===== src/design/cwm_pkg.sv =====
// Types and codes shared by the control point warp map block.
// Holds no parameters and depends on no other file.
package cwm_pkg;

   localparam logic [1:0] KIND_ADD   = 2'd0;
   localparam logic [1:0] KIND_MAP   = 2'd1;
   localparam logic [1:0] KIND_CLEAR = 2'd2;

   localparam logic [1:0] MODE_TRANSLATE = 2'd2;

   typedef struct packed {
      logic [11:0]        cx;
      logic [11:0]        cy;
      logic [11:0]        rad;
      logic signed [12:0] sx;
      logic signed [12:0] sy;
      logic [1:0]         mode;
   } ctl_type;

   typedef struct packed {
      logic insert;
      logic rotate;
   } cell_ctl_type;

endpackage


===== src/design/cwm_cell.sv =====
// One storage cell of the control chain: holds one warp control.
// Depends on cwm_pkg for the control record and the cell command struct.
module cwm_cell (
   input  logic                 clock,
   input  cwm_pkg::cell_ctl_type cmd,
   input  cwm_pkg::ctl_type     ins_d,
   input  cwm_pkg::ctl_type     rot_d,
   output cwm_pkg::ctl_type     q
);
   import cwm_pkg::*;

   ctl_type ctl_ff;
   ctl_type ctl_in;

   always_comb begin
      priority if (cmd.insert) begin
         ctl_in = ins_d;
      end else if (cmd.rotate) begin
         ctl_in = rot_d;
      end else begin
         ctl_in = ctl_ff;
      end
   end

   always_ff @(posedge clock) begin
      ctl_ff <= ctl_in;
   end

   assign q = ctl_ff;

endmodule


===== src/design/cwm_unit.sv =====
// Iterative arithmetic unit: applies one warp control to a source coordinate.
// Uses one shared multiplier and a bit-serial divider. Depends on cwm_pkg.
module cwm_unit #(
   parameter int FW = 21
) (
   input  logic                 clock,
   input  logic                 reset,
   input  cwm_pkg::ctl_type     ctl,
   input  logic signed [FW-1:0] fu,
   input  logic signed [FW-1:0] fv,
   input  logic                 start,
   output logic                 done,
   output logic signed [FW-1:0] fu_out,
   output logic signed [FW-1:0] fv_out
);
   import cwm_pkg::*;

   localparam int DW  = ((FW > 21) ? FW : 21) + 2;
   localparam int PW  = 2 * DW;
   localparam int SQW = PW + 1;
   localparam int RW  = SQW + 2;
   localparam logic signed [DW-1:0] SMAX = DW'((2 ** (FW - 1)) - 1);
   localparam logic signed [DW-1:0] SMIN = -SMAX - DW'(1);

   localparam logic [2:0] U_IDLE = 3'd0;
   localparam logic [2:0] U_DIFF = 3'd1;
   localparam logic [2:0] U_SQ   = 3'd2;
   localparam logic [2:0] U_CMP  = 3'd3;
   localparam logic [2:0] U_DIV  = 3'd4;
   localparam logic [2:0] U_AA   = 3'd5;
   localparam logic [2:0] U_MU   = 3'd6;
   localparam logic [2:0] U_MV   = 3'd7;

   function automatic logic [DW-1:0] mag(input logic signed [DW-1:0] v);
      return v[DW-1] ? DW'(-v) : DW'(v);
   endfunction

   function automatic logic signed [FW-1:0] sat(input logic signed [DW-1:0] v);
      logic signed [DW-1:0] r;
      r = v;
      if (v > SMAX) r = SMAX;
      if (v < SMIN) r = SMIN;
      return r[FW-1:0];
   endfunction

   logic [2:0]            step_ff, step_in;
   logic [2:0]            sel_ff, sel_in;
   logic [3:0]            cnt_ff, cnt_in;
   logic                  done_ff, done_in;
   logic signed [DW-1:0]  dx_ff, dx_in, dy_ff, dy_in, mx_ff, mx_in, my_ff, my_in;
   logic signed [DW-1:0]  sx_ff, sx_in, sy_ff, sy_in;
   logic signed [FW-1:0]  fu_ff, fu_in, fv_ff, fv_in;
   logic [SQW-1:0]        rsq_ff, rsq_in, msq_ff, msq_in, maxsq_ff, maxsq_in;
   logic [SQW:0]          den_ff, den_in;
   logic [RW-1:0]         rem_ff, rem_in;
   logic [15:0]           q_ff, q_in, w_ff, w_in;

   logic [DW-1:0]         op_a, op_b;
   logic [PW-1:0]         prod;
   logic [RW-1:0]         rem2;
   logic [SQW-1:0]        num;
   logic [DW-1:0]         mv;
   logic signed [DW-1:0]  delta;
   logic signed [DW-1:0]  base;

   always_comb begin
      op_a = '0;
      op_b = '0;
      unique case (step_ff)
         U_SQ: begin
            unique case (sel_ff)
               3'd0:    op_a = mag(dx_ff);
               3'd1:    op_a = mag(dy_ff);
               3'd2:    op_a = mag(mx_ff);
               3'd3:    op_a = mag(my_ff);
               default: op_a = DW'(ctl.rad);
            endcase
            op_b = op_a;
         end
         U_AA: begin
            op_a = DW'(q_ff);
            op_b = DW'(q_ff);
         end
         U_MU: begin
            op_a = DW'(w_ff);
            op_b = mag(sx_ff);
         end
         U_MV: begin
            op_a = DW'(w_ff);
            op_b = mag(sy_ff);
         end
         default: begin
            op_a = '0;
            op_b = '0;
         end
      endcase
   end

   assign prod = PW'(op_a) * PW'(op_b);
   assign rem2 = rem_ff << 1;
   assign num  = maxsq_ff - rsq_ff;
   assign mv   = DW'(prod >> 16);

   always_comb begin
      step_in  = step_ff;
      sel_in   = sel_ff;
      cnt_in   = cnt_ff;
      done_in  = 1'b0;
      dx_in    = dx_ff;
      dy_in    = dy_ff;
      mx_in    = mx_ff;
      my_in    = my_ff;
      sx_in    = sx_ff;
      sy_in    = sy_ff;
      fu_in    = fu_ff;
      fv_in    = fv_ff;
      rsq_in   = rsq_ff;
      msq_in   = msq_ff;
      maxsq_in = maxsq_ff;
      den_in   = den_ff;
      rem_in   = rem_ff;
      q_in     = q_ff;
      w_in     = w_ff;
      delta    = '0;
      base     = '0;
      unique case (step_ff)
         U_IDLE: begin
            if (start) begin
               fu_in = fu;
               fv_in = fv;
               dx_in = {{(DW-FW){fu[FW-1]}}, fu} - signed'(DW'({ctl.cx, 8'h00}));
               dy_in = {{(DW-FW){fv[FW-1]}}, fv} - signed'(DW'({ctl.cy, 8'h00}));
               sx_in = {{(DW-21){ctl.sx[12]}}, ctl.sx, 8'h00};
               sy_in = {{(DW-21){ctl.sy[12]}}, ctl.sy, 8'h00};
               if (ctl.mode == MODE_TRANSLATE) begin
                  step_in = U_DIFF;
               end else begin
                  done_in = 1'b1;
               end
            end
         end
         U_DIFF: begin
            mx_in   = dx_ff - sx_ff;
            my_in   = dy_ff - sy_ff;
            sel_in  = 3'd0;
            step_in = U_SQ;
         end
         U_SQ: begin
            unique case (sel_ff)
               3'd0:    rsq_in   = SQW'(prod);
               3'd1:    rsq_in   = rsq_ff + SQW'(prod);
               3'd2:    msq_in   = SQW'(prod);
               3'd3:    msq_in   = msq_ff + SQW'(prod);
               default: maxsq_in = SQW'(prod) << 16;
            endcase
            sel_in = sel_ff + 3'd1;
            if (sel_ff == 3'd4) begin
               step_in = U_CMP;
            end
         end
         U_CMP: begin
            if (rsq_ff >= maxsq_ff) begin
               done_in = 1'b1;
               step_in = U_IDLE;
            end else begin
               den_in  = (SQW+1)'(num) + (SQW+1)'(msq_ff);
               rem_in  = RW'(num);
               q_in    = '0;
               cnt_in  = '0;
               step_in = U_DIV;
            end
         end
         U_DIV: begin
            if (rem2 >= RW'(den_ff)) begin
               rem_in = rem2 - RW'(den_ff);
               q_in   = {q_ff[14:0], 1'b1};
            end else begin
               rem_in = rem2;
               q_in   = {q_ff[14:0], 1'b0};
            end
            cnt_in = cnt_ff + 4'd1;
            if (cnt_ff == 4'd15) begin
               step_in = U_AA;
            end
         end
         U_AA: begin
            w_in    = prod[31:16];
            step_in = U_MU;
         end
         U_MU: begin
            delta   = sx_ff[DW-1] ? -signed'(mv) : signed'(mv);
            base    = {{(DW-FW){fu_ff[FW-1]}}, fu_ff};
            fu_in   = sat(base - delta);
            step_in = U_MV;
         end
         default: begin
            delta   = sy_ff[DW-1] ? -signed'(mv) : signed'(mv);
            base    = {{(DW-FW){fv_ff[FW-1]}}, fv_ff};
            fv_in   = sat(base - delta);
            done_in = 1'b1;
            step_in = U_IDLE;
         end
      endcase
   end

   always_ff @(posedge clock) begin
      if (reset) begin
         step_ff <= U_IDLE;
         done_ff <= 1'b0;
      end else begin
         step_ff <= step_in;
         done_ff <= done_in;
      end
      sel_ff   <= sel_in;
      cnt_ff   <= cnt_in;
      dx_ff    <= dx_in;
      dy_ff    <= dy_in;
      mx_ff    <= mx_in;
      my_ff    <= my_in;
      sx_ff    <= sx_in;
      sy_ff    <= sy_in;
      fu_ff    <= fu_in;
      fv_ff    <= fv_in;
      rsq_ff   <= rsq_in;
      msq_ff   <= msq_in;
      maxsq_ff <= maxsq_in;
      den_ff   <= den_in;
      rem_ff   <= rem_in;
      q_ff     <= q_in;
      w_ff     <= w_in;
   end

   assign done   = done_ff;
   assign fu_out = fu_ff;
   assign fv_out = fv_ff;

endmodule


===== src/design/control_point_image_warp_map_top.sv =====
// Top level of the control point warp map: control chain, walk sequencer, result register.
// Depends on cwm_pkg, cwm_cell and cwm_unit.
//
//   Channel   Direction   Handshake            Payload
//   req_      in          req_valid/req_stall  kind, pos_x, pos_y, reach, shift, warp_mode
//   rsp_      out         rsp_valid/rsp_stall  src_u, src_v (signed Q.8)
//
// Add and clear beats complete in ST_IDLE. A map beat walks all MAX_CONTROLS cells: a cell
// past the stored count is only rotated, a stored control of another mode is passed over by
// the unit, and a translate control is tested against its disc and, if the disc covers the
// point, applied through the shared multiplier and the 16-step divider. The walk then passes
// through ST_DONE, which loads the result. Reset empties the table. A waiting result does not block the next beat;
// a map finishing while the result register is full waits.
module control_point_image_warp_map_top #(
   parameter int MAX_CONTROLS = 16,
   parameter int COORD_BITS   = 12
) (
   input  logic                           clock,
   input  logic                           reset,
   input  logic                           req_valid,
   output logic                           req_stall,
   input  logic [1:0]                     req_kind,
   input  logic [11:0]                    req_pos_x,
   input  logic [11:0]                    req_pos_y,
   input  logic [11:0]                    req_reach,
   input  logic signed [12:0]             req_shift_x,
   input  logic signed [12:0]             req_shift_y,
   input  logic [1:0]                     req_warp_mode,
   output logic                           rsp_valid,
   input  logic                           rsp_stall,
   output logic signed [COORD_BITS+8:0]   rsp_src_u,
   output logic signed [COORD_BITS+8:0]   rsp_src_v
);
   import cwm_pkg::*;

   localparam int FW = COORD_BITS + 9;
   localparam int CW = $clog2(MAX_CONTROLS + 1);
   localparam int TW = (FW > 21) ? FW : 21;
   localparam logic [CW-1:0] MAX_C = CW'(MAX_CONTROLS);
   localparam logic [TW-1:0] UMAX  = TW'((2 ** (FW - 1)) - 1);

   localparam logic [1:0] ST_IDLE = 2'd0;
   localparam logic [1:0] ST_WALK = 2'd1;
   localparam logic [1:0] ST_BUSY = 2'd2;
   localparam logic [1:0] ST_DONE = 2'd3;

   logic [1:0]           state_ff, state_in;
   logic [CW-1:0]        cnt_ff, cnt_in;
   logic [CW-1:0]        idx_ff, idx_in;
   logic signed [FW-1:0] fu_ff, fu_in, fv_ff, fv_in;
   logic                 rsp_valid_ff, rsp_valid_in;
   logic signed [FW-1:0] src_u_ff, src_u_in, src_v_ff, src_v_in;

   logic                 accept;
   logic                 rotate;
   logic                 unit_start;
   logic                 unit_done;
   logic signed [FW-1:0] unit_fu, unit_fv;
   logic [TW-1:0]        px8, py8;
   cell_ctl_type         cell_cmd;
   ctl_type              new_ctl;
   ctl_type              cell_q [MAX_CONTROLS];

   assign accept    = req_valid && !req_stall;
   assign req_stall = (state_ff != ST_IDLE);
   assign px8       = TW'({req_pos_x, 8'h00});
   assign py8       = TW'({req_pos_y, 8'h00});

   assign new_ctl.cx   = req_pos_x;
   assign new_ctl.cy   = req_pos_y;
   assign new_ctl.rad  = req_reach;
   assign new_ctl.sx   = req_shift_x;
   assign new_ctl.sy   = req_shift_y;
   assign new_ctl.mode = req_warp_mode;

   assign cell_cmd.insert = accept && (req_kind == KIND_ADD) && (cnt_ff < MAX_C);
   assign cell_cmd.rotate = rotate;

   for (genvar i = 0; i < MAX_CONTROLS; i++) begin : g_chain
      ctl_type ins_src;
      if (i == 0) begin : g_head
         assign ins_src = new_ctl;
      end else begin : g_body
         assign ins_src = cell_q[i-1];
      end
      cwm_cell u_cell (
         .clock (clock),
         .cmd   (cell_cmd),
         .ins_d (ins_src),
         .rot_d (cell_q[(i + 1) % MAX_CONTROLS]),
         .q     (cell_q[i])
      );
   end

   cwm_unit #(.FW(FW)) u_unit (
      .clock  (clock),
      .reset  (reset),
      .ctl    (cell_q[0]),
      .fu     (fu_ff),
      .fv     (fv_ff),
      .start  (unit_start),
      .done   (unit_done),
      .fu_out (unit_fu),
      .fv_out (unit_fv)
   );

   always_comb begin
      state_in     = state_ff;
      cnt_in       = cnt_ff;
      idx_in       = idx_ff;
      fu_in        = fu_ff;
      fv_in        = fv_ff;
      rsp_valid_in = rsp_valid_ff && rsp_stall;
      src_u_in     = src_u_ff;
      src_v_in     = src_v_ff;
      rotate       = 1'b0;
      unit_start   = 1'b0;
      unique case (state_ff)
         ST_IDLE: begin
            if (accept) begin
               unique case (req_kind)
                  KIND_ADD: begin
                     if (cnt_ff < MAX_C) begin
                        cnt_in = cnt_ff + CW'(1);
                     end
                  end
                  KIND_CLEAR: begin
                     cnt_in = '0;
                  end
                  KIND_MAP: begin
                     fu_in    = signed'((px8 > UMAX) ? FW'(UMAX) : FW'(px8));
                     fv_in    = signed'((py8 > UMAX) ? FW'(UMAX) : FW'(py8));
                     idx_in   = '0;
                     state_in = ST_WALK;
                  end
                  default: begin
                     state_in = ST_IDLE;
                  end
               endcase
            end
         end
         ST_WALK: begin
            priority if (idx_ff == MAX_C) begin
               state_in = ST_DONE;
            end else if (idx_ff < cnt_ff) begin
               unit_start = 1'b1;
               state_in   = ST_BUSY;
            end else begin
               rotate = 1'b1;
               idx_in = idx_ff + CW'(1);
            end
         end
         ST_BUSY: begin
            if (unit_done) begin
               fu_in    = unit_fu;
               fv_in    = unit_fv;
               rotate   = 1'b1;
               idx_in   = idx_ff + CW'(1);
               state_in = ST_WALK;
            end
         end
         default: begin
            if (!(rsp_valid_ff && rsp_stall)) begin
               rsp_valid_in = 1'b1;
               src_u_in     = fu_ff;
               src_v_in     = fv_ff;
               state_in     = ST_IDLE;
            end
         end
      endcase
   end

   always_ff @(posedge clock) begin
      if (reset) begin
         state_ff     <= ST_IDLE;
         cnt_ff       <= '0;
         idx_ff       <= '0;
         rsp_valid_ff <= 1'b0;
      end else begin
         state_ff     <= state_in;
         cnt_ff       <= cnt_in;
         idx_ff       <= idx_in;
         rsp_valid_ff <= rsp_valid_in;
      end
      fu_ff    <= fu_in;
      fv_ff    <= fv_in;
      src_u_ff <= src_u_in;
      src_v_ff <= src_v_in;
   end

   assign rsp_valid = rsp_valid_ff;
   assign rsp_src_u = src_u_ff;
   assign rsp_src_v = src_v_ff;

   a_count_bound: assert property (@(posedge clock) disable iff (reset)
      cnt_ff <= MAX_C) else $error("control count exceeds table size");

   a_idx_bound: assert property (@(posedge clock) disable iff (reset)
      idx_ff <= MAX_C) else $error("walk index beyond chain");

   a_map_walk: assert property (@(posedge clock) disable iff (reset)
      (accept && req_kind == KIND_MAP) |=> state_ff == ST_WALK)
      else $error("map beat did not start a walk");

   a_done_busy: assert property (@(posedge clock) disable iff (reset)
      unit_done |-> state_ff == ST_BUSY) else $error("unit finished outside a walk");

endmodule

===== config.mk =====
export PLATFORM = sky130hd
export DESIGN_NAME = control_point_image_warp_map_top
export DESIGN_NICKNAME = d
export VERILOG_FILES = /design/src/design/cwm_pkg.sv /design/src/design/cwm_cell.sv /design/src/design/cwm_unit.sv /design/src/design/control_point_image_warp_map_top.sv
export SDC_FILE = /design/constraint.sdc
export NUM_CORES = 2
export LEC_CHECK = 0
export BUFFER_PORTS_ARGS = -buffer_cell sky130_fd_sc_hd__buf_2
export CORE_ASPECT_RATIO = 1.75
export CORE_MARGIN = 2
export CORE_UTILIZATION = 40
export DETAILED_ROUTE_END_ITERATION = 16
export PLACE_DENSITY = 0.64
export SETUP_SLACK_MARGIN = 0.3
export SLEW_MARGIN = 25
export SYNTH_ARGS = -nofsm -noshare
export SYNTH_HDL_FRONTEND = slang
export SYNTH_HIERARCHICAL = 1
export SYNTH_SLANG_ARGS = --single-unit

===== constraint.sdc =====
create_clock -name clock -period 17.2 [get_ports clock]
set_clock_uncertainty 0.15 [all_clocks]
set_input_delay 2.58 -clock clock [delete_from_list [all_inputs] [get_ports clock]]
set_output_delay 2.58 -clock clock [all_outputs]
set_load 0.01 [all_outputs]

Word level (Yosys, flattened, before mapping)
Cells that the tools add are included.

word-level totals
  memory bits (read-only) = 0
  word-level logic and storage cells = 337
  input port bits = 70
  latch bits = 0
  memory bits (writable) = 0
  output and inout port bits = 44
  bits in registers = 1545
  memories = 0

cells by class
  bitwise logic cells = 5
  multipliers = 1
  add/sub/neg operators = 22
  reductions and logical operators = 39
  shifts and indexed selects = 0
  div/mod/pow operators = 0
  multiplexer cells = 105
  equal/unequal tests = 32
  $lt $le $gt $ge = 10

operator list
  cell                  number
  $mux 64               32
  $mux 21               12
  $pmux 47 s2           2
  $mux 23               8
  $pmux 23 s4           2
  $pmux 21 s2           4
  $neg 23->23           5
  $mux 48               2
  $pmux 48 s2           1
  $add 47x46->47        2
  $pmux 23 s3           1
  $ge 49x48->1          1
  $add 47x47->48        1
  $sub 48x48->48        1
  $ge 47x47->1          1
  $sub 47x47->47        1
  $gt 23x21->1 const B  2
  $lt 23x21->1 const B  2
  $mul 23x23->46        1
  $neg 21->23           2
  $sub 21x23->23        2
  $sub 23x21->23        2
  $sub 21x21->22        2
  $gt 20x20->1 const B  2
  49 further kinds      123

Logic depth before layout (Yosys ltp)
  depth in word-level cells = 12
  depth in mapped cells = 59

Cells and area by module
Netlist, hierarchy kept.

by module, submodules not included
  module                            area an instance (um^2)  seq. area each (um^2)  cells an instance  instances
  cwm_unit                          52649.2                  12632.1                5928               1
  cwm_cell                          2905.3                   1921.8                 136                16
  control_point_image_warp_map_top  3858.7                   2782.7                 243                1

Worst setup path before layout
No wires, ideal clock.

  kind = reg-to-reg
  start = register u_unit.mx_ff[5]
  end = register u_unit.fu_ff[10], in the netlist u_unit/fu_out[10], data pin
  cell stages (with the launch flop) = 51
  buffers on the path = 4
  path slack = 3.947 ns
  arrival time = 12.845 ns
  required time = 16.792 ns
  period minus slack after synthesis = 13.253 ns
  cells stage by stage = edfxtp_1 or4_4 or4_1 or3_1 or4_4 o21ai_1 xor2_1 o221ai_1 a21oi_2 nor2_1 buf_2 buf_1 nand2_1 fa_1 inv_1 fa_1 inv_1 fa_1 [... 15 more ...] or4_4 or4_1 or3_1 or3_1 nand2_1 xnor2_1 ha_1 and3_1 and4_1 a221o_1 a31oi_1 xnor2_1 nor2_1 nor3_1 mux2i_1 nand3_2 buf_6 o221a_1

between the ends
  longest elaborated chain between the ends = 12
  elaborated cells on any way between the ends = 14
  classes of those cells = 3 x add/sub; 1 x mul; 2 x order compare; 8 x mux

ends and longest elaborated chain
  item                                        line             RTL
  from (decl)                                 cwm_unit.sv:50   logic signed [DW-1:0] dx_ff, dx_in, dy_ff, dy_in, mx_ff, mx_in, my_ff, my_in;
  from (signal assigned)                      cwm_unit.sv:218  mx_ff <= mx_in;
  $neg 23->23                                 cwm_unit.sv:35   return v[DW-1] ? DW'(-v) : DW'(v);
  $mux 23 *                                   cwm_unit.sv:35
  $pmux 23 s4 *                               cwm_unit.sv:71   unique case (sel_ff)
  $pmux 23 s4 or $pmux 23 s3 (tied branches)  cwm_unit.sv:69   unique case (step_ff)
  $mul 23x23->46 *                            cwm_unit.sv:99   assign prod = PW'(op_a) * PW'(op_b);
  named net u_unit.prod[25]                   cwm_unit.sv:59   logic [PW-1:0] prod;
  $neg 23->23                                 cwm_unit.sv:191  delta = sx_ff[DW-1] ? -signed'(mv) : signed'(mv);
  $mux 23 *                                   cwm_unit.sv:191
  $sub 21x23->23 *                            cwm_unit.sv:193  fu_in = sat(base - delta);
  $gt 23x21->1                                cwm_unit.sv:41   if (v > SMAX) r = SMAX;
  $mux 21                                     cwm_unit.sv:41
  $mux 21 *                                   cwm_unit.sv:42   if (v < SMIN) r = SMIN;
  $pmux 21 s2 *                               cwm_unit.sv:126  unique case (step_ff)
  named net u_unit.fu_in[10]                  cwm_unit.sv:52   logic signed [FW-1:0] fu_ff, fu_in, fv_ff, fv_in;
  to (signal assigned)                        cwm_unit.sv:222  fu_ff <= fu_in;
  to (decl)                                   cwm_unit.sv:52

The timed path passes the listed nets; every way through them passes the cells marked *.
A chain may end at the register's enable or synchronous reset.

Worst setup path after layout
  start = register u_unit.mx_ff[5]
  end = register u_unit.fu_ff[3], in the netlist u_unit/fu_out[3], data pin

between the ends
  longest elaborated chain between the ends = 12
  elaborated cells on any way between the ends = 14
  classes of those cells = 3 x add/sub; 1 x mul; 2 x order compare; 8 x mux

ends and longest elaborated chain
  item                                        line
  $neg 23->23                                 cwm_unit.sv:35
  $mux 23 *                                   cwm_unit.sv:35
  $pmux 23 s4 *                               cwm_unit.sv:71
  $pmux 23 s4 or $pmux 23 s3 (tied branches)  cwm_unit.sv:69
  $mul 23x23->46 *                            cwm_unit.sv:99
  $neg 23->23                                 cwm_unit.sv:191
  $mux 23 *                                   cwm_unit.sv:191
  $sub 21x23->23 *                            cwm_unit.sv:193
  $gt 23x21->1                                cwm_unit.sv:41
  $mux 21                                     cwm_unit.sv:41
  $mux 21 *                                   cwm_unit.sv:42
  $pmux 21 s2 *                               cwm_unit.sv:126
  named net u_unit.fu_in[3]                   cwm_unit.sv:52

Marked as above.

==> results.ini <==
[timing]
slew_viol_final=0
slew_headroom_pct=23.5
hold_slack_ns=0.357
period_minus_slack_ns=15.45
grt_setup_unrepaired=no
fmax_mhz=64.7
final.period_utilization_pct=89.9
hold_viol=0
fin_tns_setup_ns=0
setup_viol=0
worst_pin_slew_ns=1.14

[synth]
synth_edf_count=1526
ys_types=115
synth_ff_type=edfxtp_1
synth_top_area_share_pct=44.5
ys_top_cells_by_count=1526 x edfxtp_1, 818 x inv_1, 784 x mux2_4, 705 x nand2_1, 514 x nor2_1
synth_top_area_cell=edfxtp_1
yosysWarnings=6
syn-instance-count=8347
synth_most_common_cell=edfxtp_1
ys_async_sr_fraction_pct=0
ys_top_cells_by_area=edfxtp_1 44%, mux2_4 11%, fa_1 8.7%, ha_1 6.2%, mux2_2 3.2%
ys_ff_latch=1543
yosysSeqAreaShare_pct=44.8
synth.avg_cell_area_um2=12.3
synth_nets=9376
syn_area_um2=103000

[die]
std_cell_rows=246
dieWidth_um=388
start_util_pct=40.2
coreArea_um2=256000
io_pins=114
die_h_um=675
dieArea_um2=262000

[routing]
post-route-drc-count=0
wl_um=315000
wl_per_cell_um=26.4
drtPass1Iterations=9
first_iter_violations=5247
drt.antenna.violating_nets=0
via_count=66900
vias_per_cell=5.62

[job]
cap_violations=0

[cts]
cts_max_path_buffers=4
htreeDepth=4
path_clk_slew_ns=0.07
clk_latency_ns=0.85
cts_setup_buffers=0
cts_sinks=1543
cts_buffers=152
cts.repair.resized=0
cts_root_buffer=clkbuf_16
hold_buffers=0
cts_tree=yes

[critical_path]
critical_path_class=register to register
end_kind=register
critPathSlowestCell=fa_1
crit_top_cell=fa_1
critical_path_peak_fanout=19
cp_data_required_time_ns=17.60
cp.arrival_ns=15.85
path_buf_inv=6
max_stage_delay_ns=0.92
startpoint_type=register
crit_family=simple AND/OR/NAND/NOR gates

[finish]
layout-drive-gt1-share_pct=19.6
layoutNonFillerInstCount=11900
finish.utilization_pct=43.6
multi_input_area_um2=52000
nNetsFinal=9470
synthToLayoutAreaGrowth_pct=8.64
n_fill_cell=23300
seq_area_um2=46200

[place]
dp_hpwl_um=229000
gp_congestion=1.01
port_buffers=113
dp_cells=11600

[min_path]
hold_class=register to register

[pwr]
leakagePower_nw=44.0
cellPowerDensity_nw_per_um2=99.5
ir_drop_v=0.000107

[global_route]
antenna_found_initial=27
grt_pass1_wl_um=460000
grt_overflow=0
grt_use_total_pct=23.6
grt_start_max_net_pins=160
grt_pass1_vias=70200

[outcome]
status=finished, final reports clean

## layout make-up
class	count	share of cell area, %
multi-input combinational	5674	46.5
sequential	1543	41.3
antenna	11	0.0246
tap	3348	3.74
clock inverter	70	0.605
inverter	824	2.77
timing repair buffer	246	1.50
clock buffer	187	3.59
## per-stage QoR
step / worst slack [ns] / instance area, um^2 / power [W]
after global routing: 0.818 / 112000 / 0.0115
after CTS: 1.88 / 112000 / 0.0112
after global placement: 1.88 / 107000 / 0.00779
after detailed placement: 1.91 / 107000 / 0.00786
after floorplan: 3.95 / 103000 / 0.00700
final: 1.75 / 112000 / 0.0111
## placed cells by master, fill, tap and decap left out, drive strengths merged, types with 34 or more instances in the layout
master	instances
buf	246
a21boi	43
o21ai	331
edfxtp	1526
o31ai	73
xor2	150
nand2	705
a31oi	34
fa	448
nor2b	54
a21oi	372
a21o	173
nand2b	68
xnor2	281
o21bai	47
nor3	82
o21a	47
mux2	1082
and3	44
and2	68
clkinv	56
nand3	74
nor2	515
or2	37
or3	49
clkbuf	187
a211oi	36
ha	511
inv	823
## cell families (layout without fill, tap and decap cells)
group	Yosys count	in the layout	synth area share, %
compound gates	1361	1361	8.67
xor+xnor	431	431	3.67
fa+ha+maj	959	959	14.9
buf+inv	1130	1327	4.89
flops	1543	1543	44.8
mux	1106	1106	14.9
other cells	0	11	0
simple gates	1817	1817	8.10
## state kept, by name, indices dropped and copies added (netlist names), 4 cells and up
name and flops:
g_chain.u_cell/q 1024, u_unit/den_ff 48, u_unit/rem_ff 48, u_unit/msq_ff 47
u_unit/rsq_ff 47, u_unit/maxsq_ff 31, u_unit/mx_ff 23, u_unit/my_ff 23
u_unit/dx_ff 22, u_unit/dy_ff 22, fu_ff 21, fv_ff 21
rsp_src_u 21, rsp_src_v 21, u_unit/fu_out 21, u_unit/fv_out 21
u_unit/q_ff 16, u_unit/w_ff 16, u_unit/sx_ff 13, u_unit/sy_ff 13
cnt_ff 5, idx_ff 5, u_unit/cnt_ff 4
## worst reg2reg max path, delay by kind of cell, from the launching register on
family                   cells  cell delay, ns
XOR/XNOR                     4            1.18
AND/OR/NAND/NOR             17            5.22
multiplexers                 1            0.25
AO/OA/AOI/OAI                9            2.54
flip-flops                   1            0.44
adder cells (fa/ha/maj)      9            4.55
buffers and inverters        6            0.89
## power breakdown
part           switching, W  internal, W  total, W
clock network       0.00147      0.00184   0.00331
logic               0.00144      0.00110   0.00253
registers          0.000378      0.00491   0.00529
## final timing paths
check	start	to	slack, ns	depth (start not counted)
max	u_unit/mx_ff[5]$_DFFE_PP_	u_unit/fu_out[3]$_DFFE_PP_	1.75	46
min	cnt_ff[3]$_SDFFE_PP0P_	cnt_ff[4]$_SDFFE_PP0P_	0.36	2
min reg2reg	cnt_ff[3]$_SDFFE_PP0P_	cnt_ff[4]$_SDFFE_PP0P_	0.36	2
max reg2reg	u_unit/mx_ff[5]$_DFFE_PP_	u_unit/fu_out[3]$_DFFE_PP_	1.75	46
## per-layer routing
layer / up-vias / wire (um) / global-route usage [%]
met1: 34000 / 110000 / 24.7
met5: - / 108 / 0
met4: 16 / 25400 / 16.5
li1: 29900 / - / -
met2: 2166 / 163000 / 43.3
met3: 838 / 16100 / 3.41
Power figures use the tool's default switching activity.
